File: src/rtl/assert_macros.svh
// ---------------------------------------------------------------------------
// Assertion macros
// Clocked property checks that drop out of synthesis builds.
// ---------------------------------------------------------------------------
`ifndef ASSERT_MACROS_SVH
`define ASSERT_MACROS_SVH

`ifndef SYNTHESIS

// check a property while out of reset
`define BIQ_ASSERT(lbl, clk, rstn, prop) \
  lbl: assert property (@(posedge clk) disable iff (!rstn) prop) \
    else $error("biquad assertion failed");

// check a property at every edge, reset included
`define BIQ_ASSERT_ALWAYS(lbl, clk, prop) \
  lbl: assert property (@(posedge clk) prop) \
    else $error("biquad assertion failed");

`else

`define BIQ_ASSERT(lbl, clk, rstn, prop)
`define BIQ_ASSERT_ALWAYS(lbl, clk, prop)

`endif

`endif

File: src/rtl/biq_pkg.sv
// ---------------------------------------------------------------------------
// biq_pkg
// Widths, types and codes shared by the biquad filter modules.
// ---------------------------------------------------------------------------
`timescale 1ns / 1ps
`default_nettype none

package biq_pkg;

  localparam int SAMPLE_BITS    = 16;
  localparam int COEF_BITS      = 18;
  localparam int COEF_FRAC_BITS = 14;
  localparam int STATE_BITS     = 24;

  // digit-serial multiplier: coefficient digits, MSB digit first
  localparam int DIGIT_BITS  = 6;
  localparam int COEF_DIGITS = COEF_BITS / DIGIT_BITS;
  localparam int DIG_BITS    = $clog2(COEF_DIGITS);

  localparam int PP_BITS   = STATE_BITS + DIGIT_BITS + 1;
  localparam int PROD_BITS = STATE_BITS + COEF_BITS;
  localparam int ACC_BITS  = PROD_BITS + 2;
  localparam int SHR_BITS  = ACC_BITS - COEF_FRAC_BITS;
  localparam int WSUM_BITS = SHR_BITS + 1;

  localparam int TERM_BITS    = 2;
  localparam int FB_TERMS     = 2;
  localparam int FF_TERMS     = 3;
  localparam int CFG_IDX_BITS = 3;

  typedef logic signed [SAMPLE_BITS-1:0] sample_t;
  typedef logic signed [COEF_BITS-1:0]   coef_t;
  typedef logic signed [STATE_BITS-1:0]  state_t;
  typedef logic signed [PP_BITS-1:0]     pp_t;
  typedef logic signed [PROD_BITS-1:0]   prod_t;
  typedef logic signed [ACC_BITS-1:0]    acc_t;

  localparam acc_t ROUND_INIT = acc_t'(1) <<< (COEF_FRAC_BITS - 1);

  localparam coef_t B0_RESET = coef_t'(16384);

  typedef enum logic [CFG_IDX_BITS-1:0] {
    REG_B0 = 3'd0,
    REG_B1 = 3'd1,
    REG_B2 = 3'd2,
    REG_A1 = 3'd3,
    REG_A2 = 3'd4
  } reg_idx_t;

  typedef enum logic [2:0] {
    ST_IDLE,
    ST_FB,
    ST_FB_FLUSH,
    ST_W,
    ST_FF,
    ST_FF_FLUSH,
    ST_OUT
  } seq_state_t;

  typedef enum logic [1:0] {
    MSEL_D1,
    MSEL_D2,
    MSEL_W
  } msel_t;

  typedef enum logic [2:0] {
    CSEL_B0,
    CSEL_B1,
    CSEL_B2,
    CSEL_A1,
    CSEL_A2
  } csel_t;

  typedef struct packed {
    logic  clr;
    logic  load;
    logic  step;
    logic  flush;
    msel_t msel;
    csel_t csel;
  } mac_ctrl_t;

  typedef struct packed {
    mac_ctrl_t mac;
    logic      w_en;
    logic      commit;
  } seq_ctl_t;

endpackage

`default_nettype wire

File: src/rtl/biq_in_if.sv
// ---------------------------------------------------------------------------
// biq_in_if
// Sample channel: valid/ready handshake carrying one input word.
// ---------------------------------------------------------------------------
`timescale 1ns / 1ps
`default_nettype none

interface biq_in_if;
  logic             valid;
  logic             ready;
  biq_pkg::sample_t sample;

  modport source (output valid, output sample, input ready);
  modport sink   (input valid, input sample, output ready);
endinterface

`default_nettype wire

File: src/rtl/biq_out_if.sv
// ---------------------------------------------------------------------------
// biq_out_if
// Result channel: valid/ready handshake carrying one filtered word.
// ---------------------------------------------------------------------------
`timescale 1ns / 1ps
`default_nettype none

interface biq_out_if;
  logic             valid;
  logic             ready;
  biq_pkg::sample_t filtered;
  logic             state_replaced;

  modport source (output valid, output filtered, output state_replaced, input ready);
  modport sink   (input valid, input filtered, input state_replaced, output ready);
endinterface

`default_nettype wire

File: src/rtl/biq_dsmac.sv
// ---------------------------------------------------------------------------
// biq_dsmac
// Digit-serial multiply-accumulate: coefficient shifted out one digit a cycle.
// ---------------------------------------------------------------------------
`timescale 1ns / 1ps
`default_nettype none

module biq_dsmac (
  input  logic                clk,
  input  biq_pkg::mac_ctrl_t  ctrl,
  input  biq_pkg::state_t     mcand,
  input  biq_pkg::coef_t      coef,
  output biq_pkg::acc_t       acc
);

  biq_pkg::coef_t dsr_r, dsr_nxt;
  biq_pkg::prod_t prod_r, prod_nxt;
  biq_pkg::acc_t  acc_r, acc_nxt;

  logic [biq_pkg::DIGIT_BITS-1:0] digit_raw;
  logic signed [biq_pkg::DIGIT_BITS:0] digit_s;
  biq_pkg::pp_t pp;
  biq_pkg::prod_t pp_ext;
  biq_pkg::acc_t  prod_ext;

  // top digit is signed and comes straight from the coefficient on load
  always_comb begin
    if (ctrl.load) begin
      digit_raw = coef[biq_pkg::COEF_BITS-1 -: biq_pkg::DIGIT_BITS];
      digit_s   = {digit_raw[biq_pkg::DIGIT_BITS-1], digit_raw};
    end else begin
      digit_raw = dsr_r[biq_pkg::COEF_BITS-1 -: biq_pkg::DIGIT_BITS];
      digit_s   = {1'b0, digit_raw};
    end
  end

  assign pp       = mcand * digit_s;
  assign pp_ext   = {{(biq_pkg::PROD_BITS - biq_pkg::PP_BITS){pp[biq_pkg::PP_BITS-1]}}, pp};
  assign prod_ext = {{(biq_pkg::ACC_BITS - biq_pkg::PROD_BITS){prod_r[biq_pkg::PROD_BITS-1]}},
                     prod_r};

  always_comb begin
    dsr_nxt  = dsr_r;
    prod_nxt = prod_r;
    acc_nxt  = acc_r;
    if (ctrl.clr) begin
      prod_nxt = '0;
      acc_nxt  = biq_pkg::ROUND_INIT;
    end else if (ctrl.load) begin
      // retire the previous product, open a new one
      dsr_nxt  = coef <<< biq_pkg::DIGIT_BITS;
      prod_nxt = pp_ext;
      acc_nxt  = acc_r + prod_ext;
    end else if (ctrl.step) begin
      dsr_nxt  = dsr_r <<< biq_pkg::DIGIT_BITS;
      prod_nxt = (prod_r <<< biq_pkg::DIGIT_BITS) + pp_ext;
    end else if (ctrl.flush) begin
      prod_nxt = '0;
      acc_nxt  = acc_r + prod_ext;
    end
  end

  always_ff @(posedge clk) begin
    dsr_r  <= dsr_nxt;
    prod_r <= prod_nxt;
    acc_r  <= acc_nxt;
  end

  assign acc = acc_r;

endmodule

`default_nettype wire

File: src/rtl/biq_seq.sv
// ---------------------------------------------------------------------------
// biq_seq
// Sequencer: walks the feedback and feed-forward terms digit by digit.
// ---------------------------------------------------------------------------
`timescale 1ns / 1ps
`default_nettype none
`include "assert_macros.svh"

module biq_seq (
  input  logic              clk,
  input  logic              rst_n,
  input  logic              in_valid,
  input  logic              out_free,
  output logic              in_ready,
  output biq_pkg::seq_ctl_t ctl
);

  localparam logic [biq_pkg::DIG_BITS-1:0] LAST_DIG =
    biq_pkg::DIG_BITS'(biq_pkg::COEF_DIGITS - 1);
  localparam logic [biq_pkg::TERM_BITS-1:0] FB_LAST =
    biq_pkg::TERM_BITS'(biq_pkg::FB_TERMS - 1);
  localparam logic [biq_pkg::TERM_BITS-1:0] FF_LAST =
    biq_pkg::TERM_BITS'(biq_pkg::FF_TERMS - 1);

  biq_pkg::seq_state_t state_r, state_nxt;
  logic [biq_pkg::TERM_BITS-1:0] term_r, term_nxt;
  logic [biq_pkg::DIG_BITS-1:0]  dig_r, dig_nxt;
  logic in_fire;

  assign in_fire = in_valid && in_ready;

  always_ff @(posedge clk) begin
    if (!rst_n) begin
      state_r <= biq_pkg::ST_IDLE;
      term_r  <= '0;
      dig_r   <= '0;
    end else begin
      state_r <= state_nxt;
      term_r  <= term_nxt;
      dig_r   <= dig_nxt;
    end
  end

  always_comb begin
    state_nxt = state_r;
    term_nxt  = term_r;
    dig_nxt   = dig_r;
    in_ready  = 1'b0;
    ctl       = '0;
    case (state_r)
      biq_pkg::ST_IDLE: begin
        in_ready    = 1'b1;
        ctl.mac.clr = 1'b1;
        term_nxt    = '0;
        dig_nxt     = '0;
        if (in_fire) begin
          state_nxt = biq_pkg::ST_FB;
        end
      end
      biq_pkg::ST_FB: begin
        ctl.mac.load = (dig_r == '0);
        ctl.mac.step = (dig_r != '0);
        ctl.mac.msel = (term_r == '0) ? biq_pkg::MSEL_D1 : biq_pkg::MSEL_D2;
        ctl.mac.csel = (term_r == '0) ? biq_pkg::CSEL_A1 : biq_pkg::CSEL_A2;
        if (dig_r == LAST_DIG) begin
          dig_nxt = '0;
          if (term_r == FB_LAST) begin
            state_nxt = biq_pkg::ST_FB_FLUSH;
          end else begin
            term_nxt = term_r + 1'b1;
          end
        end else begin
          dig_nxt = dig_r + 1'b1;
        end
      end
      biq_pkg::ST_FB_FLUSH: begin
        ctl.mac.flush = 1'b1;
        term_nxt      = '0;
        state_nxt     = biq_pkg::ST_W;
      end
      biq_pkg::ST_W: begin
        ctl.w_en    = 1'b1;
        ctl.mac.clr = 1'b1;
        state_nxt   = biq_pkg::ST_FF;
      end
      biq_pkg::ST_FF: begin
        ctl.mac.load = (dig_r == '0);
        ctl.mac.step = (dig_r != '0);
        case (term_r)
          2'd0: begin
            ctl.mac.msel = biq_pkg::MSEL_W;
            ctl.mac.csel = biq_pkg::CSEL_B0;
          end
          2'd1: begin
            ctl.mac.msel = biq_pkg::MSEL_D1;
            ctl.mac.csel = biq_pkg::CSEL_B1;
          end
          default: begin
            ctl.mac.msel = biq_pkg::MSEL_D2;
            ctl.mac.csel = biq_pkg::CSEL_B2;
          end
        endcase
        if (dig_r == LAST_DIG) begin
          dig_nxt = '0;
          if (term_r == FF_LAST) begin
            state_nxt = biq_pkg::ST_FF_FLUSH;
          end else begin
            term_nxt = term_r + 1'b1;
          end
        end else begin
          dig_nxt = dig_r + 1'b1;
        end
      end
      biq_pkg::ST_FF_FLUSH: begin
        ctl.mac.flush = 1'b1;
        term_nxt      = '0;
        state_nxt     = biq_pkg::ST_OUT;
      end
      biq_pkg::ST_OUT: begin
        // hold the sum until the output register is free
        if (out_free) begin
          ctl.commit = 1'b1;
          state_nxt  = biq_pkg::ST_IDLE;
        end
      end
      default: begin
        state_nxt = biq_pkg::ST_IDLE;
      end
    endcase
  end

  `BIQ_ASSERT(a_accept_starts_fb, clk, rst_n, in_fire |=> state_r == biq_pkg::ST_FB)
  `BIQ_ASSERT(a_load_step_excl, clk, rst_n, !(ctl.mac.load && ctl.mac.step))
  `BIQ_ASSERT(a_w_then_ff, clk, rst_n, state_r == biq_pkg::ST_W |=> state_r == biq_pkg::ST_FF && term_r == '0 && dig_r == '0)

endmodule

`default_nettype wire

File: src/rtl/biquad_lowpass_filter.sv
// Per sample: accept the sample word, multiply the two feedback terms digit
//   by digit, flush, write the feedback result w, multiply the three
//   feed-forward terms, flush, then commit once the output register is free.
//   The single digit-serial multiplier serves all terms, one sample at a time.
// Reset (rst_n low, synchronous): coefficients to b0 = 1.0, others zero,
//   both delay words to zero, no result pending.
// ---------------------------------------------------------------------------
// biquad_lowpass_filter
// Direct form II biquad with digit-serial coefficient multiplication.
// ---------------------------------------------------------------------------
`timescale 1ns / 1ps
`default_nettype none
`include "assert_macros.svh"

module biquad_lowpass_filter (
  input  logic                                  clk,
  input  logic                                  rst_n,
  biq_in_if.sink                                in_ch,
  biq_out_if.source                             out_ch,
  input  logic                                  cfg_we,
  input  logic [biq_pkg::CFG_IDX_BITS-1:0]      cfg_index,
  input  logic [biq_pkg::COEF_BITS-1:0]         cfg_data
);

  // Coefficient registers, signed Q4.14
  biq_pkg::coef_t b0_r, b1_r, b2_r, a1_r, a2_r;

  // Filter state: w of the last two samples
  biq_pkg::state_t d1_r, d2_r;

  // Per-sample working registers
  biq_pkg::sample_t sample_r;
  biq_pkg::state_t  w_r;
  logic             rep_r;

  // Output register: parts the result side from the input side
  logic             out_valid_r;
  biq_pkg::sample_t out_filtered_r;
  logic             out_rep_r;

  biq_pkg::seq_ctl_t ctl;
  biq_pkg::state_t   mcand;
  biq_pkg::coef_t    coef;
  biq_pkg::acc_t     acc;

  logic in_ready;
  logic in_fire;
  logic out_free;

  biq_pkg::state_t                       x_ext;
  logic signed [biq_pkg::SHR_BITS-1:0]   acc_shr;
  logic signed [biq_pkg::WSUM_BITS-1:0]  w_full;
  logic                                  w_fits;
  biq_pkg::state_t                       w_nxt;
  logic                                  y_fits;
  biq_pkg::sample_t                      y_sat;

  assign in_fire  = in_ch.valid && in_ready;
  assign out_free = !out_valid_r || out_ch.ready;

  assign in_ch.ready           = in_ready;
  assign out_ch.valid          = out_valid_r;
  assign out_ch.filtered       = out_filtered_r;
  assign out_ch.state_replaced = out_rep_r;

  // -------------------------------------------------------------------------
  // Configuration writes; an index past the last register is dropped
  // -------------------------------------------------------------------------
  always_ff @(posedge clk) begin
    if (!rst_n) begin
      b0_r <= biq_pkg::B0_RESET;
      b1_r <= '0;
      b2_r <= '0;
      a1_r <= '0;
      a2_r <= '0;
    end else if (cfg_we) begin
      case (cfg_index)
        biq_pkg::REG_B0: b0_r <= cfg_data;
        biq_pkg::REG_B1: b1_r <= cfg_data;
        biq_pkg::REG_B2: b2_r <= cfg_data;
        biq_pkg::REG_A1: a1_r <= cfg_data;
        biq_pkg::REG_A2: a2_r <= cfg_data;
        default: ;
      endcase
    end
  end

  // -------------------------------------------------------------------------
  // Sequencer and digit-serial MAC
  // -------------------------------------------------------------------------
  biq_seq u_seq (
    .clk      (clk),
    .rst_n    (rst_n),
    .in_valid (in_ch.valid),
    .out_free (out_free),
    .in_ready (in_ready),
    .ctl      (ctl)
  );

  // Multiplicand and coefficient for the term in progress
  always_comb begin
    case (ctl.mac.msel)
      biq_pkg::MSEL_D1: mcand = d1_r;
      biq_pkg::MSEL_D2: mcand = d2_r;
      biq_pkg::MSEL_W:  mcand = w_r;
      default:          mcand = d1_r;
    endcase
    case (ctl.mac.csel)
      biq_pkg::CSEL_B0: coef = b0_r;
      biq_pkg::CSEL_B1: coef = b1_r;
      biq_pkg::CSEL_B2: coef = b2_r;
      biq_pkg::CSEL_A1: coef = a1_r;
      biq_pkg::CSEL_A2: coef = a2_r;
      default:          coef = b0_r;
    endcase
  end

  biq_dsmac u_mac (
    .clk   (clk),
    .ctrl  (ctl.mac),
    .mcand (mcand),
    .coef  (coef),
    .acc   (acc)
  );

  // -------------------------------------------------------------------------
  // Feedback result: w = x - round(fb). The accumulator was preloaded with
  // half an LSB, so dropping the fraction bits gives round half up.
  // -------------------------------------------------------------------------
  assign x_ext   = {{(biq_pkg::STATE_BITS - biq_pkg::SAMPLE_BITS)
                     {sample_r[biq_pkg::SAMPLE_BITS-1]}}, sample_r};
  assign acc_shr = acc[biq_pkg::ACC_BITS-1:biq_pkg::COEF_FRAC_BITS];
  assign w_full  = {{(biq_pkg::WSUM_BITS - biq_pkg::SAMPLE_BITS)
                     {sample_r[biq_pkg::SAMPLE_BITS-1]}}, sample_r}
                 - {acc_shr[biq_pkg::SHR_BITS-1], acc_shr};

  // w must fit the state word; otherwise fall back to the raw sample
  assign w_fits = (&w_full[biq_pkg::WSUM_BITS-1:biq_pkg::STATE_BITS-1])
               || !(|w_full[biq_pkg::WSUM_BITS-1:biq_pkg::STATE_BITS-1]);
  assign w_nxt  = w_fits ? w_full[biq_pkg::STATE_BITS-1:0] : x_ext;

  // -------------------------------------------------------------------------
  // Feed-forward result, saturated to the sample range (same accumulator)
  // -------------------------------------------------------------------------
  assign y_fits = (&acc_shr[biq_pkg::SHR_BITS-1:biq_pkg::SAMPLE_BITS-1])
               || !(|acc_shr[biq_pkg::SHR_BITS-1:biq_pkg::SAMPLE_BITS-1]);

  always_comb begin
    if (y_fits) begin
      y_sat = acc_shr[biq_pkg::SAMPLE_BITS-1:0];
    end else if (acc_shr[biq_pkg::SHR_BITS-1]) begin
      y_sat = {1'b1, {(biq_pkg::SAMPLE_BITS-1){1'b0}}};
    end else begin
      y_sat = {1'b0, {(biq_pkg::SAMPLE_BITS-1){1'b1}}};
    end
  end

  // -------------------------------------------------------------------------
  // Working registers (payload, no reset)
  // -------------------------------------------------------------------------
  always_ff @(posedge clk) begin
    if (in_fire) begin
      sample_r <= in_ch.sample;
    end
    if (ctl.w_en) begin
      w_r   <= w_nxt;
      rep_r <= !w_fits;
    end
    if (ctl.commit) begin
      out_filtered_r <= y_sat;
      out_rep_r      <= rep_r;
    end
  end

  // -------------------------------------------------------------------------
  // Delay line and output valid: advance both only when the result commits
  // -------------------------------------------------------------------------
  always_ff @(posedge clk) begin
    if (!rst_n) begin
      d1_r        <= '0;
      d2_r        <= '0;
      out_valid_r <= 1'b0;
    end else begin
      if (ctl.commit) begin
        d2_r <= d1_r;
        d1_r <= w_r;
      end
      if (ctl.commit) begin
        out_valid_r <= 1'b1;
      end else if (out_ch.ready) begin
        out_valid_r <= 1'b0;
      end
    end
  end

  `BIQ_ASSERT(a_delay_shift, clk, rst_n, ctl.commit |=> d2_r == $past(d1_r))
  `BIQ_ASSERT(a_replaced_takes_sample, clk, rst_n, ctl.commit && rep_r |=> d1_r == $past(x_ext))
  `BIQ_ASSERT(a_commit_sets_valid, clk, rst_n, ctl.commit |=> out_valid_r)

endmodule

`default_nettype wire

File: src/flat_wrapper.sv
// flat-port wrapper written by rule: the top's interface ports become plain ports
module biquad_lowpass_filter_flat 
  (clk, rst_n, cfg_we, cfg_index, cfg_data, in_ch_valid, in_ch_sample, in_ch_ready, out_ch_valid, out_ch_filtered, out_ch_state_replaced, out_ch_ready);
  biq_in_if in_ch_i ();
  biq_out_if out_ch_i ();
  input  logic clk;
  input  logic rst_n;
  input  logic cfg_we;
  input  logic [biq_pkg::CFG_IDX_BITS-1:0] cfg_index;
  input  logic [biq_pkg::COEF_BITS-1:0] cfg_data;
  input wire logic [$bits(in_ch_i.valid)-1:0] in_ch_valid;
  input wire logic [$bits(in_ch_i.sample)-1:0] in_ch_sample;
  output wire logic [$bits(in_ch_i.ready)-1:0] in_ch_ready;
  output wire logic [$bits(out_ch_i.valid)-1:0] out_ch_valid;
  output wire logic [$bits(out_ch_i.filtered)-1:0] out_ch_filtered;
  output wire logic [$bits(out_ch_i.state_replaced)-1:0] out_ch_state_replaced;
  input wire logic [$bits(out_ch_i.ready)-1:0] out_ch_ready;
  assign in_ch_i.valid = in_ch_valid;
  assign in_ch_i.sample = in_ch_sample;
  assign in_ch_ready = in_ch_i.ready;
  assign out_ch_valid = out_ch_i.valid;
  assign out_ch_filtered = out_ch_i.filtered;
  assign out_ch_state_replaced = out_ch_i.state_replaced;
  assign out_ch_i.ready = out_ch_ready;
  biquad_lowpass_filter u_core (.clk(clk), .rst_n(rst_n), .in_ch(in_ch_i), .out_ch(out_ch_i), .cfg_we(cfg_we), .cfg_index(cfg_index), .cfg_data(cfg_data));
endmodule
File: config.mk
export PLATFORM = sky130hd
export DESIGN_NAME = biquad_lowpass_filter_flat
export DESIGN_NICKNAME = d
export VERILOG_FILES = /design/src/rtl/biq_pkg.sv /design/src/rtl/biq_in_if.sv /design/src/rtl/biq_out_if.sv /design/src/rtl/biq_dsmac.sv /design/src/rtl/biq_seq.sv /design/src/rtl/biquad_lowpass_filter.sv /design/src/flat_wrapper.sv
export VERILOG_INCLUDE_DIRS = /design/src /design/src/rtl
export SDC_FILE = /design/constraint.sdc
export NUM_CORES = 1
export LEC_CHECK = 0
export BUFFER_PORTS_ARGS = -buffer_cell sky130_fd_sc_hd__clkbuf_2
export CELL_PAD_IN_SITES_DETAIL_PLACEMENT = 1
export CELL_PAD_IN_SITES_GLOBAL_PLACEMENT = 2
export CORE_ASPECT_RATIO = 0.6
export CORE_MARGIN = 2
export CORE_UTILIZATION = 35
export DETAILED_ROUTE_END_ITERATION = 10
export PLACE_DENSITY = 0.72
export SLEW_MARGIN = 0
export SYNTH_ARGS = -nofsm -noshare
export SYNTH_HDL_FRONTEND = slang
export SYNTH_SLANG_ARGS = --single-unit
File: constraint.sdc
create_clock -name clk -period 11.4 [get_ports clk]
set_input_delay 1.14 -clock clk [delete_from_list [all_inputs] [get_ports clk]]
set_output_delay 1.14 -clock clk [all_outputs]
set_load 0.005 [all_outputs]
Yosys cells after proc, flatten, opt, wreduce, memory -nomap -nowiden
Index checks and enable logic that the tools add are counted.

Register bits: 302. Input bits: 42. Output and inout port bits: 19. Logic and storage cells: 131.

$add $sub $neg: 5. $mul: 1. Equality and inequality tests: 28. Multiplexer cells: 41. Bitwise gates (word level): 1. Reduce and logical (&&, ||, !) cells: 36.

Operators with widths (count): $mux 44 (3); $mux 42 (3); $pmux 18 s4 (1); $pmux 24 s2 (1); $add 44x42->44 (1); $add 42x31->42 (1); $mux 18 (2); $mux 16 (2); $mul 24x7->31 (1); $sub 16x30->31 (1); $mux 24 (1); $mux 3 (7); $pmux 3 s7 (1); $pmux 5 s2 (2); $eq 3x2->1 const B (6); $eq 3x3->1 const B (5); $reduce_and 15->1 (1); $reduce_or 15->1 (1); $reduce_and 2->1 (7); $mux 2 (6); $ne 2x2->1 const B (6); $reduce_bool 2->1 (5); $eq 3x1->1 const B (3); $mux 1 (9); other kinds (20) (36).

Depth between registers and ports, before layout
Gate-level depths: netlist of run 1.

Word-level depth: 10. Depth in mapped cells: 41. Mapped depth without buffers: 38.

By module
A second synthesis of run 1 with hierarchy kept.

Cells, all modules: 2909. Area, all modules: 24821.3 um^2.

By module, submodules not included: biq_dsmac (times used 1, cells each 1657, area each 13710.6 um^2, seq. area each 2082.0 um^2); biquad_lowpass_filter (times used 1, cells each 1173, area each 10483.8 um^2, seq. area each 4524.3 um^2); biq_seq (times used 1, cells each 79, area each 626.9 um^2, seq. area each 140.1 um^2).

Worst setup path after synthesis of run 1
OpenSTA, ideal clock, no wires.

Kind: reg2reg. Start point: register u_core.u_seq.state_r[2]. End point: register u_core.u_mac.prod_r[40]. Library setup time: 137 ps. Data arrival time: 9426 ps. Data required time: 11263 ps. Slack: 1837 ps. Cell stages (with the launch flop): 40. Buffers on the path: 6. Clock period less this slack: 9563 ps. Cell sequence: dfxtp_1 -> inv_1 -> clkbuf_1 -> nand2_1 -> nor3_1 -> clkbuf_1 -> or2_2 -> ha_1 -> clkbuf_1 -> clkbuf_1 -> clkbuf_1 -> a21oi_1 -> or2_2 -> fa_1 -> inv_1 -> fa_1 -> fa_1 -> inv_1 -> (+4 left out) -> a211oi_1 -> o21a_1 -> a211oi_1 -> o31ai_1 -> a21oi_1 -> nor3_1 -> xnor2_1 -> ha_1 -> clkbuf_1 -> nand3_1 -> nor2_1 -> a21boi_0 -> a311oi_1 -> a21boi_0 -> o2111a_1 -> o41ai_1 -> xor2_1 -> o22ai_1.

Longest elaborated chain between the ends: 9. Elaborated cells between the ends (all ways): 27. Classes of those cells: 1 x add/sub; 1 x mul; 11 x eq/ne; 9 x mux; 5 x reduce/logical.

RTL lines: start, declared (line biq_seq.sv:25) `biq_pkg::seq_state_t state_r, state_nxt;`; start signal, assigned (line biq_seq.sv:34) `state_r <= biq_pkg::ST_IDLE;`; start signal, assigned (line biq_seq.sv:38) `state_r <= state_nxt;`; $eq 3x3->1 or $eq 3x1->1 (tied branches) (line biq_seq.sv:50) `case (state_r)`; $pmux 5 s2 (line biq_seq.sv:50); $eq 3x3->1, or another cell as far along (line biquad_lowpass_filter.sv:108) `case (ctl.mac.csel)`; $pmux 18 s4 (line biquad_lowpass_filter.sv:108); $mux 7 (line biq_dsmac.sv:28) `if (ctrl.load) begin`; $mul 24x7->31 (line biq_dsmac.sv:37) `assign pp = mcand * digit_s;`; $add 42x31->42 (line biq_dsmac.sv:56) `prod_nxt = (prod_r <<< biq_pkg::DIGIT_BITS) + pp_ext;`; $mux 42 (line biq_dsmac.sv:54) `end else if (ctrl.step) begin`; $mux 42 (line biq_dsmac.sv:49) `end else if (ctrl.load) begin`; end signal, assigned (line biq_dsmac.sv:65) `prod_r <= prod_nxt;`; end, declared (line biq_dsmac.sv:17) `biq_pkg::prod_t prod_r, prod_nxt;`.

Parallel ways exist; a longest one is shown, timed or not. A chain may end at the register's enable or synchronous reset.

Worst setup path after layout of run 1
Start point: register u_core.u_seq.state_r[0]. End point: register u_core.u_mac.prod_r[41].

Same word-level chain as after synthesis.

==> results of run 1 <==
synth_stat cells (5+ instances only):
library cell | instances | area share (%)
a211oi_1 | 22 | 0.69
a21boi_0 | 144 | 4.5
a21o_1 | 63 | 2.0
a21oi_1 | 192 | 4.0
a221oi_1 | 7 | 0.26
a222oi_1 | 16 | 0.67
a22oi_1 | 64 | 2.0
a31oi_1 | 21 | 0.55
a41oi_1 | 16 | 0.59
and2_1 | 20 | 0.53
and3_1 | 35 | 0.92
and4_1 | 10 | 0.37
buf_1 | 10 | 0.16
clkbuf_1 | 122 | 1.9
dfxtp_1 | 232 | 20
edfxtp_1 | 70 | 8.8
fa_1 | 128 | 11
ha_1 | 175 | 9.2
inv_1 | 228 | 3.6
mux2_2 | 5 | 0.24
mux2_4 | 15 | 0.95
mux2i_1 | 5 | 0.21
nand2_1 | 471 | 7.4
nand2b_1 | 20 | 0.53
nand3_1 | 44 | 0.92
nand4_1 | 16 | 0.42
nor2_1 | 244 | 3.8
nor2b_1 | 24 | 0.63
nor3_1 | 36 | 0.76
nor4_1 | 13 | 0.34
o2111ai_1 | 6 | 0.22
o211ai_1 | 15 | 0.47
o21a_1 | 21 | 0.66
o21ai_0 | 119 | 2.5
o21bai_1 | 14 | 0.44
o22ai_1 | 6 | 0.16
or2_2 | 26 | 0.68
or3_1 | 7 | 0.18
xnor2_1 | 73 | 2.7
xor2_1 | 41 | 1.5
registers in the layout, indices dropped and copies added, names as in the netlist, 2 cells and up:
register	count
u_core.a1_r	18
u_core.a2_r	18
u_core.b0_r	18
u_core.b1_r	18
u_core.b2_r	18
u_core.d1_r	24
u_core.d2_r	24
u_core.out_ch.filtered	16
u_core.sample_r	16
u_core.u_mac.acc	44
u_core.u_mac.dsr_r	12
u_core.u_mac.prod_r	42
u_core.u_seq.dig_r	2
u_core.u_seq.state_r	3
u_core.u_seq.term_r	2
u_core.w_r	24
stage by stage:
| stage | instance area, µm² | cells | util [%] |
|---|---|---|---|
| floorplan | 23800 | 2879 | - |
| global placement | 25100 | 3755 | 37.1 |
| detailed placement | 25100 | 3755 | 37.1 |
| CTS | 26200 | 3819 | 38.7 |
| global route | 26300 | 3819 | 38.8 |
| finish | 26300 | 3819 | 38.8 |
worst paths after layout:
| check | startpoint | to | slack, ns |
|---|---|---|---|
| min reg2reg | u_core.rep_r$_DFFE_PP_ | u_core.out_ch.state_replaced$_DFFE_PP_ | 0.42 |
| min | u_core.rep_r$_DFFE_PP_ | u_core.out_ch.state_replaced$_DFFE_PP_ | 0.42 |
| max | u_core.u_seq.state_r[0]$_SDFFE_PN0P_ | u_core.u_mac.prod_r[41]$_SDFFE_PN0P_ | 0.82 |
| max reg2reg | u_core.u_seq.state_r[0]$_SDFFE_PN0P_ | u_core.u_mac.prod_r[41]$_SDFFE_PN0P_ | 0.82 |
per-layer routing:
layer / up-vias / global-route usage, %
li1: 9973 / -
met1: 10800 / 41.8
met2: 528 / 32.0
met3: 61 / 4.44
met4: 0 / 4.04
met5: - / 0
layout make-up:
type / count / area (µm²)
Multi-Input combinational cell: 2211 / 15800
Tap cell: 912 / 1140
Fill cell: 8030 / 41400
Clock inverter: 18 / 151
Timing Repair Buffer: 102 / 631
Sequential cell: 302 / 6750
Inverter: 228 / 856
Clock buffer: 46 / 957
logic make-up after synthesis:
kind of cell / after synthesis
and+or+nand+nor: 989
xor gates and xnor gates: 114
AOI/OAI and AO/OA: 780
buffers and inverters: 366
muxes: 25
adders and majority gates: 303
DFF: 302
repair_timing:
| item | in CTS | in global routing |
|---|---|---|
| hold buffers | 0 | 0 |
| setup endpoints to repair | 0 | 7 |
| gates resized for setup | 0 | 18 |
worst reg2reg max path, delay by kind of cell, from the launching register on:
family	cells	cell delay [ns]
buffers and inverters	5	0.89
adders and majority gates	6	2.91
xor gates and xnor gates	2	0.40
DFF	1	0.66
and+or+nand+nor	9	1.50
AOI/OAI and AO/OA	14	4.09
placed cells by master, fill, tap and decap left out, types with 20 or more instances in the layout:
cell | netlist | layout
a21oi_1 | 192 | 179
xnor2_1 | 73 | 72
o21a_1 | 21 | 21
dfxtp_1 | 232 | 232
and3_1 | 35 | 35
clkbuf_16 | 0 | 35
nand2b_1 | 20 | 20
a211oi_1 | 22 | 21
buf_4 | 0 | 42
nor3_1 | 36 | 33
edfxtp_1 | 70 | 70
a21boi_0 | 144 | 144
o21ai_0 | 119 | 119
or2_2 | 26 | 26
fa_1 | 128 | 128
a31oi_1 | 21 | 20
nor2_1 | 244 | 242
clkbuf_2 | 1 | 59
inv_1 | 228 | 227
a21o_1 | 63 | 62
xor2_1 | 41 | 41
nor2b_1 | 24 | 24
ha_1 | 175 | 174
nand3_1 | 44 | 43
nand2_1 | 471 | 471
a22oi_1 | 64 | 64
power breakdown:
part           internal [mW]  switching, mW  leakage, nW
Clock                  0.622          0.522        0.533
Sequential              1.18         0.0735         2.52
Combinational          0.291          0.642         7.80
==> summary.md, run 1 <==
| Metric | Value |
|---|---|
| Num rows | 74 |
| Layout cell share with drive strength beyond 1 | between 8 and 9% |
| DPL Wire Length | 66,900 µm |
| Total negative slack | 0 ns |
| Pwr dens | around 130 nW/µm² |
| Synthesis-to-finish area growth | 10.4% |
| Final nets | 3,225 |
| CTS root buf | clkbuf_16 |
| Simple logic cell fraction of the synthesized area | between 10% and 20% |
| Syn nets | between 3,000 and 4,000 |
| Total power | around 3.3 mW |
| Setup Buffers After CTS | 0 |
| CTS H-tree depth | 2 |
| Largest net degree at the start of global routing | 83 |
| First-pass iteration count of the detailed router | 8 |
| Post-synth cell types | 75 |
| Longest Clk Path Bufs | 3 |
| GRT overflow | 0 |
| RePlAce Congestion | between 0.8 and 0.9 |
| Ys async rst share | 0% |
| Peak supply drop | 0.0753 mV |
| Cell Area, Synth | 23,800 µm² |
| Worst slack, placed | 0.388 ns |
| Final setup skew | 0.0245 ns |
| Adder-cell share of the synthesized area | between 10% and 20% |
| Top Ports | slightly above 60 |
| Sequential area share after synthesis | roughly 28% |
| Largest family of logic cells by synthesized area | compound AO/OA/AOI/OAI gates |
| Crit-path leading delay family | compound AO/OA/AOI/OAI gates |
| Max-slew violations | 0 |
| Total Routed Length | approximately 87,000 µm |
| Total track usage | between 20% and 30% |
| Vias in the first global route | 21,300 |
| Crit path kind | flip-flop to flip-flop |
| First-pass GRT wire length | around 130,000 µm |
| Final cycle utilization of the critical path | between 90 and 100% |
| Critical Path End Type | flip-flop |
| Final Critical Period | between 10 and 15 ns |
| Worst-path fanout max | 18 |
| Initial Util | between 30% and 40% |
| Wirelength per Cell | ~23 µm |
| CTS tree | done |
| Wire length on met2 | 32,000 µm |
| Buf/Inv on CP | 5 |
| Warnings, synthesis | 0 |
| Most used cell, CP | fa_1 |
| Final setup margin | between 0.8 and 0.9 ns |
| MaxCap Viol Count | 0 |
| Vias/cell | roughly 5.6 |
| DIE AREA | approximately 70,000 µm² |
| Main flop type after synthesis | dfxtp_1 |
| RSZ-0062 raised after global routing | false |
| Reg clk slew, reported paths | 0.06 ns |
| Residual DRC count | 0 |
| Worst setup SP type | flip-flop |
| Highest metal used | met4 |
| I/O Buffers | 60 |
| Slew of the pin with the lowest slew margin | 1.22 ns |
| Worst Path Required | about 12 ns |
| TritonCTS Buffers | 35 |
| Worst path depth | 36 |
| Sink Count | between 300 and 400 |
| F_max | approximately 94 MHz |
| Reg2reg path depth | 36 |
| Proportion of synthesized area in mux cells | 1.39% |
| Critical-path top delay cell | dfxtp_1 |
| XOR/XNOR Fraction of Synth Area | 4.19% |
| Via count | ~21,000 |
| Met3 wire len | about 5800 µm |
| Initial antenna violation count | 1 |
| EDFF count, synth | 70 |
| WP data arrival | 11.01 ns |
| Status | finished, final reports clean |
| Hold Crit Class | flip-flop to flip-flop |
| Final setup vio count | 0 |
| Mapped Cells | approximately 2,900 |
| Die Wd | ~340 µm |
| Met1 WL | approximately 48,000 µm |
| Pleak | ~11 nW |
| Final hold violation count | 0 |
| Worst relative slew slack | between 10% and 20% |
| N_diodes | 0 |
| Post-route antenna net violation count | 0 |
| WHS | ~0.42 ns |
| Core ar. | 67,700 µm² |
| Hold Crit Depth | 0 |
| #FFs+latches synth | ~300 |
| Mean Syn Cell Area | roughly 8.3 µm² |
| Iteration-0 DRC Markers | roughly 1,700 |
| Largest stage delay, worst path | roughly 0.66 ns |
| Worst skew pair latency | a little under 0.6 ns |
| Compound-cell area share of the yosys netlist | 21.9% |
| Die Height | about 210 µm |
(Power assumes the default switching activity.)
==> run 2: changes to the inputs <==
--- a/config.mk
+++ b/config.mk
@@ -10,7 +10,7 @@
 export CELL_PAD_IN_SITES_DETAIL_PLACEMENT = 1
 export CELL_PAD_IN_SITES_GLOBAL_PLACEMENT = 2
 export CORE_ASPECT_RATIO = 0.6
-export CORE_MARGIN = 2
+export CORE_MARGIN = 4
 export CORE_UTILIZATION = 35
 export DETAILED_ROUTE_END_ITERATION = 10
 export PLACE_DENSITY = 0.72
==> summary.md, run 2 (synthesized netlist as in run 1, its figures left out) <==
| Metric | Value |
|---|---|
| Die Wd | 345 µm (+1.2%) |
| Pwr dens | 129 nW/µm² (+1.6%) |
| Total negative slack | 0 ns (unchanged) |
| Status | finished, final reports clean |
| Worst slack, placed | 0.524 ns (+0.136 ns) |
| Initial Util | 35.7% (+0.48 points) |
| Vias in the first global route | 21,600 (+1.1%) |
| Final setup skew | 0.0175 ns (-0.00704 ns) |
| WP data arrival | 11.11 ns (+0.10 ns) |
| Largest stage delay, worst path | 0.81 ns (+0.15 ns) |
| Total track usage | 23.9% (-1.0 points) |
| I/O Buffers | 60 (unchanged) |
| Vias/cell | 5.61 (+0.27%) |
| Hold Crit Depth | 0 (unchanged) |
| Crit path kind | flip-flop to flip-flop |
| GRT overflow | 0 (unchanged) |
| Clock share of power | 35.5% (+1.1 points) |
| Final nets | 3,224 (-0.031%) |
| F_max | 93.4 MHz (-1.1%) |
| Worst setup SP type | flip-flop |
| Num rows | 73 (-1.4%) |
| Sw frac | 36.5% (-0.66 points) |
| MaxCap Viol Count | 0 (unchanged) |
| Reg2reg path depth | 34 (-5.6%) |
| Final cycle utilization of the critical path | 93.9% (+1.1 points) |
| Worst relative slew slack | 19.7% (+0.92 points) |
| Post-route antenna net violation count | 0 (unchanged) |
| Peak supply drop | 0.0828 mV (+9.9%) |
| N_diodes | 0 (unchanged) |
| Cells after DPL | 3,741 (-0.37%) |
| Placed Instance Area | 25,100 µm² (-0.15%) |
| Longest Clk Path Bufs | 3 (unchanged) |
| DPL Wire Length | 67,100 µm (+0.32%) |
| DIE AREA | 72,400 µm² (+3.1%) |
| Core ar. | 66,800 µm² (-1.4%) |
| Total Routed Length | 86,900 µm (-0.34%) |
| Critical-path top delay cell | a21o_1 |
| Sequential share of power | 36.8% (-0.8 points) |
| Max-slew violations | 0 (unchanged) |
| Via count | 21,400 (-0.047%) |
| Sink Count | 302 (unchanged) |
| Die Height | 210 µm (+1.9%) |
| CTS tree | done |
| Util after Layout | 39.4% (+0.58 points) |
| Max reg flops | 44 (unchanged) |
| Psw | 1.24 mW (about the same) |
| Worst Path Required | 11.81 ns (-0.02 ns) |
| Final setup vio count | 0 (unchanged) |
| WHS | 0.445 ns (+0.0245 ns) |
| Critical Path End Type | flip-flop |
| Initial antenna violation count | 0 (-1) |
| Final Critical Period | 10.70 ns (+0.120 ns) |
| First-pass GRT wire length | 134,000 µm (-0.22%) |
| Hold_buf cts | 0 (unchanged) |
| CTS root buf | clkbuf_16 |
| Leading cell type in the layout, fill and taps excluded | nand2_1 |
| Wirelength per Cell | 22.8 µm (about the same) |
| Internal | 2.15 mW (+2.8%) |
| First-pass iteration count of the detailed router | 6 (-2) |
| Hold Crit Class | flip-flop to flip-flop |
| Final setup margin | 0.695 ns (-0.120 ns) |
| Comb power frac | 27.7% (-0.3 points) |
| Top Ports | 61 (unchanged) |
| Synthesis-to-finish area growth | 10.5% |
| Iteration-0 DRC Markers | 1,761 (+4.8%) |
| Residual DRC count | 0 (unchanged) |
| Largest net degree at the start of global routing | 82 (-1.2%) |
| Worst-path fanout max | 20 (+2) |
| Final hold violation count | 0 (unchanged) |
| Most used cell, CP | fa_1 |
| RePlAce Congestion | 0.895 (+2.1%) |
| Pleak | 10.9 nW (+0.34%) |
| Reg clk slew, reported paths | 0.06 ns (about the same) |
| CTS H-tree depth | 2 (unchanged) |
| Leading cell types in the layout, fill and taps excluded | 471 x nand2_1, 242 x nor2_1, 231 x dfxtp_1, 227 x inv_1, 179 x a21oi_1 |
| Total power | 3.39 mW (+1.7%) |
| Layout cell share with drive strength beyond 1 | 8.26% (+0.17 points) |
| Fin cells | 3,807 (-0.31%) |
| Finished Cell Area | 26,300 µm² (+0.13%) |
| Worst skew pair latency | 0.58 ns (about the same) |
| Slew of the pin with the lowest slew margin | 1.17 ns (-0.0442 ns) |
| Reg2reg setup slack | 0.70 ns (-0.12 ns) |
| TritonCTS Buffers | 36 (+2.9%) |
-- run 2: changes by cell type in the layout (fill, tap and decap cells not counted), sizes merged --
cell	delta
clkinv	-2
bufinv	+2
inv	+2
buf	-2
-- run 2: cell type report --
class / count / area, µm²
timing repair buffer: 100 / 603
inverter: 228 / 856
sequential: 302 / 6750
fill: 7904 / 40500
tap: 900 / 1130
clock inverter: 20 / 215
multi-input combinational: 2211 / 15800
clock buffer: 46 / 978
-- run 2: worst max-delay path: cells and delay by family (launching register included) --
kind	cells	cell delay, ns
compound gates	17	5.07
xor+xnor	2	0.43
fa+ha+maj	6	2.89
buf+inv	4	0.60
flops	1	0.65
simple gates	5	0.84
-- run 2: worst paths after layout --
kind                                       endpoint                                  from
max            u_core.u_mac.prod_r[40]$_SDFFE_PN0P_  u_core.u_seq.state_r[0]$_SDFFE_PN0P_
min          u_core.out_ch.state_replaced$_DFFE_PP_                u_core.rep_r$_DFFE_PP_
max reg2reg    u_core.u_mac.prod_r[40]$_SDFFE_PN0P_  u_core.u_seq.state_r[0]$_SDFFE_PN0P_
min reg2reg  u_core.out_ch.state_replaced$_DFFE_PP_                u_core.rep_r$_DFFE_PP_
-- run 2: what timing repair did --
| action | 4_1_cts | 5_1_grt |
|---|---|---|
| endpoints found under the setup margin | 0 | 8 |
| buffers inserted | 0 | 0 |
| gates resized for setup | 0 | 16 |
-- run 2: layer usage --
layer  wire length (µm)  up-vias  global-route usage, %  part of all wire, %
met2              31500      622                   30.3                   36
li1                   -     9995                      -                    -
met1              47700    10700                   40.2                   55
met3               6420       81                   5.09                  7.4
met5                  0        -                      0                    0
met4               1270        0                   4.07                  1.5
-- run 2: power by group through the flow --
stage | logic [mW] | clock network (mW) | registers [mW]
detailed placement | 0.916 | 0 | 1.27
finish | 0.937 | 1.20 | 1.25
global route | 1.02 | 1.28 | 1.25
floorplan | 0.622 | 0 | 1.23
global placement | 0.895 | 0 | 1.27
CTS | 0.922 | 1.24 | 1.24
==> run 3: changes to the inputs <==
--- a/config.mk
+++ b/config.mk
@@ -11,9 +11,9 @@
 export CELL_PAD_IN_SITES_GLOBAL_PLACEMENT = 2
 export CORE_ASPECT_RATIO = 0.6
 export CORE_MARGIN = 4
-export CORE_UTILIZATION = 35
+export CORE_UTILIZATION = 40
 export DETAILED_ROUTE_END_ITERATION = 10
-export PLACE_DENSITY = 0.72
+export PLACE_DENSITY = 0.81
 export SLEW_MARGIN = 0
 export SYNTH_ARGS = -nofsm -noshare
 export SYNTH_HDL_FRONTEND = slang
==> summary.md, run 3 (synthesized netlist as in run 1, its figures left out) <==
| Metric | Value |
|---|---|
| Longest Clk Path Bufs | 3 (unchanged) |
| Final Critical Period | 10.75 ns (+0.0492 ns) |
| Wirelength per Cell | 23.3 µm (+2.1%) |
| Max-slew violations | 0 (unchanged) |
| Total track usage | 26.9% (+3.0 points) |
| Hold Crit Class | flip-flop to flip-flop |
| Pleak | 10.9 nW (-0.29%) |
| Num rows | 68 (-6.8%) |
| Pwr dens | 128 nW/µm² (-0.27%) |
| Initial antenna violation count | 1 (+1) |
| Sink Count | 302 (unchanged) |
| WP data arrival | 11.17 ns (+0.06 ns) |
| DPL Wire Length | 65,700 µm (-2.1%) |
| Iteration-0 DRC Markers | 1,894 (+7.6%) |
| Worst slack, placed | 0.624 ns (+0.100 ns) |
| CTS H-tree depth | 2 (unchanged) |
| Worst relative slew slack | 11.4% (-8.3 points) |
| N_diodes | 0 (unchanged) |
| Max reg flops | 44 (unchanged) |
| CTS root buf | clkbuf_16 |
| Vias in the first global route | 21,600 (+0.20%) |
| F_max | 93.0 MHz (-0.46%) |
| Die Height | 197 µm (-6.2%) |
| Synthesis-to-finish area growth | 9.51% |
| Final cycle utilization of the critical path | 94.3% (+0.43 points) |
| I/O Buffers | 60 (unchanged) |
| Leading cell type in the layout, fill and taps excluded | nand2_1 |
| Most used cell, CP | fa_1 |
| RePlAce Congestion | 0.877 (-2.0%) |
| Slew of the pin with the lowest slew margin | 1.30 ns (+0.122 ns) |
| GRT overflow | 0 (unchanged) |
| Core ar. | 58,200 µm² (-13%) |
| Largest net degree at the start of global routing | 88 (+7.3%) |
| Critical-path top delay cell | fa_1 |
| Leading cell types in the layout, fill and taps excluded | 471 x nand2_1, 242 x nor2_1, 232 x dfxtp_1, 227 x inv_1, 181 x a21oi_1 |
| Final setup vio count | 0 (unchanged) |
| Peak supply drop | 0.0958 mV (+16%) |
| Largest stage delay, worst path | 0.61 ns (-0.20 ns) |
| Worst skew pair latency | 0.58 ns (about the same) |
| CTS tree | done |
| Final setup margin | 0.646 ns (-0.0492 ns) |
| Worst Path Required | 11.81 ns (about the same) |
| Via count | 21,500 (+0.71%) |
| First-pass iteration count of the detailed router | 8 (+2) |
| Total Routed Length | 85,700 µm (-1.4%) |
| Critical Path End Type | flip-flop |
| Status | finished, final reports clean |
| Crit path kind | flip-flop to flip-flop |
| Worst-path fanout max | 51 (+160%) |
| Util after Layout | 44.8% (+5.4 points) |
| Final setup skew | 0.0204 ns (+0.00293 ns) |
| Die Wd | 323 µm (-6.3%) |
| Residual DRC count | 0 (unchanged) |
| First-pass GRT wire length | 133,000 µm (-1.0%) |
| Layout cell share with drive strength beyond 1 | 8.05% (-0.20 points) |
| Initial Util | 40.9% (+5.3 points) |
| Crit-path leading delay family | compound AO/OA/AOI/OAI gates |
| Top Ports | 61 (unchanged) |
| Vias/cell | 5.85 (+4.3%) |
| MaxCap Viol Count | 0 (unchanged) |
| Buf/Inv on CP | 4 (unchanged) |
| Final nets | 3,224 (unchanged) |
| Final hold violation count | 0 (unchanged) |
| Post-route antenna net violation count | 0 (unchanged) |
| RSZ-0062 raised after global routing | false |
| TritonCTS Buffers | 35 (-2.8%) |
| DIE AREA | 63,600 µm² (-12%) |
| Total negative slack | 0 ns (unchanged) |
| Worst setup SP type | flip-flop |
| Reg clk slew, reported paths | 0.06 ns (about the same) |
-- run 3: metal layers --
metal / vias to the layer above / track usage [%] / wire length, µm
met5: - / 0 / 0
met4: 0 / 3.76 / 859
met3: 59 / 6.03 / 6790
met2: 617 / 35.3 / 32500
met1: 10800 / 44.3 / 45600
li1: 9983 / - / -
-- run 3: power breakdown --
part           internal, mW  total, mW  switching [mW]
Sequential             1.18       1.25          0.0689
Clock                 0.658       1.17           0.510
Combinational         0.287      0.931           0.645
Total                  2.12       3.35            1.22
-- run 3: repair_timing --
item,4_1_cts,5_1_grt
buffers inserted,0,0
hold buffers,0,0
endpoints found under the hold margin,0,0
endpoints found under the setup margin,0,3
resized for setup,0,13
-- run 3: path summary, 6_finish.rpt --
check / startpoint / to / slack, ns / cells past startpoint
worst max register to register: u_core.u_seq.state_r[2]$_SDFFE_PN0P_ / u_core.u_mac.prod_r[40]$_SDFFE_PN0P_ / 0.65 / 34
worst max-delay path: u_core.u_seq.state_r[2]$_SDFFE_PN0P_ / u_core.u_mac.prod_r[40]$_SDFFE_PN0P_ / 0.65 / 34
worst min register to register: u_core.rep_r$_DFFE_PP_ / u_core.out_ch.state_replaced$_DFFE_PP_ / 0.42 / 0
worst min-delay path: u_core.rep_r$_DFFE_PP_ / u_core.out_ch.state_replaced$_DFFE_PP_ / 0.42 / 0
-- run 3: metrics by stage --
stage / area, µm² / total power, mW / hold slack (ns) / instances
2_1_floorplan: 23800 / 1.85 / 0.400 / 2879
3_3_place_gp: 24900 / 2.14 / 0.402 / 3612
3_5_place_dp: 24900 / 2.18 / 0.406 / 3612
4_1_cts: 26000 / 3.35 / 0.423 / 3676
5_1_grt: 26100 / 3.51 / 0.435 / 3676
6_report: 26100 / 3.35 / 0.422 / 3676
-- run 3: layout make-up --
cell class	count	area, µm²
inverters	228	856
clock inverters	14	144
clock buffers	50	993
fillers	6982	32100
flip-flops and latches	302	6750
repair buffers	101	611
well taps	770	963
multi-input cells	2211	15800
-- run 3: worst register-to-register path, delay by kind of cell (launching register included) --
| family | cells | cell delay, ns |
|---|---|---|
| compound gates | 15 | 4.28 |
| fa+ha+maj | 7 | 3.10 |
| simple gates | 6 | 1.33 |
| buf+inv | 4 | 0.89 |
| flops | 1 | 0.55 |
| xor+xnor | 2 | 0.43 |
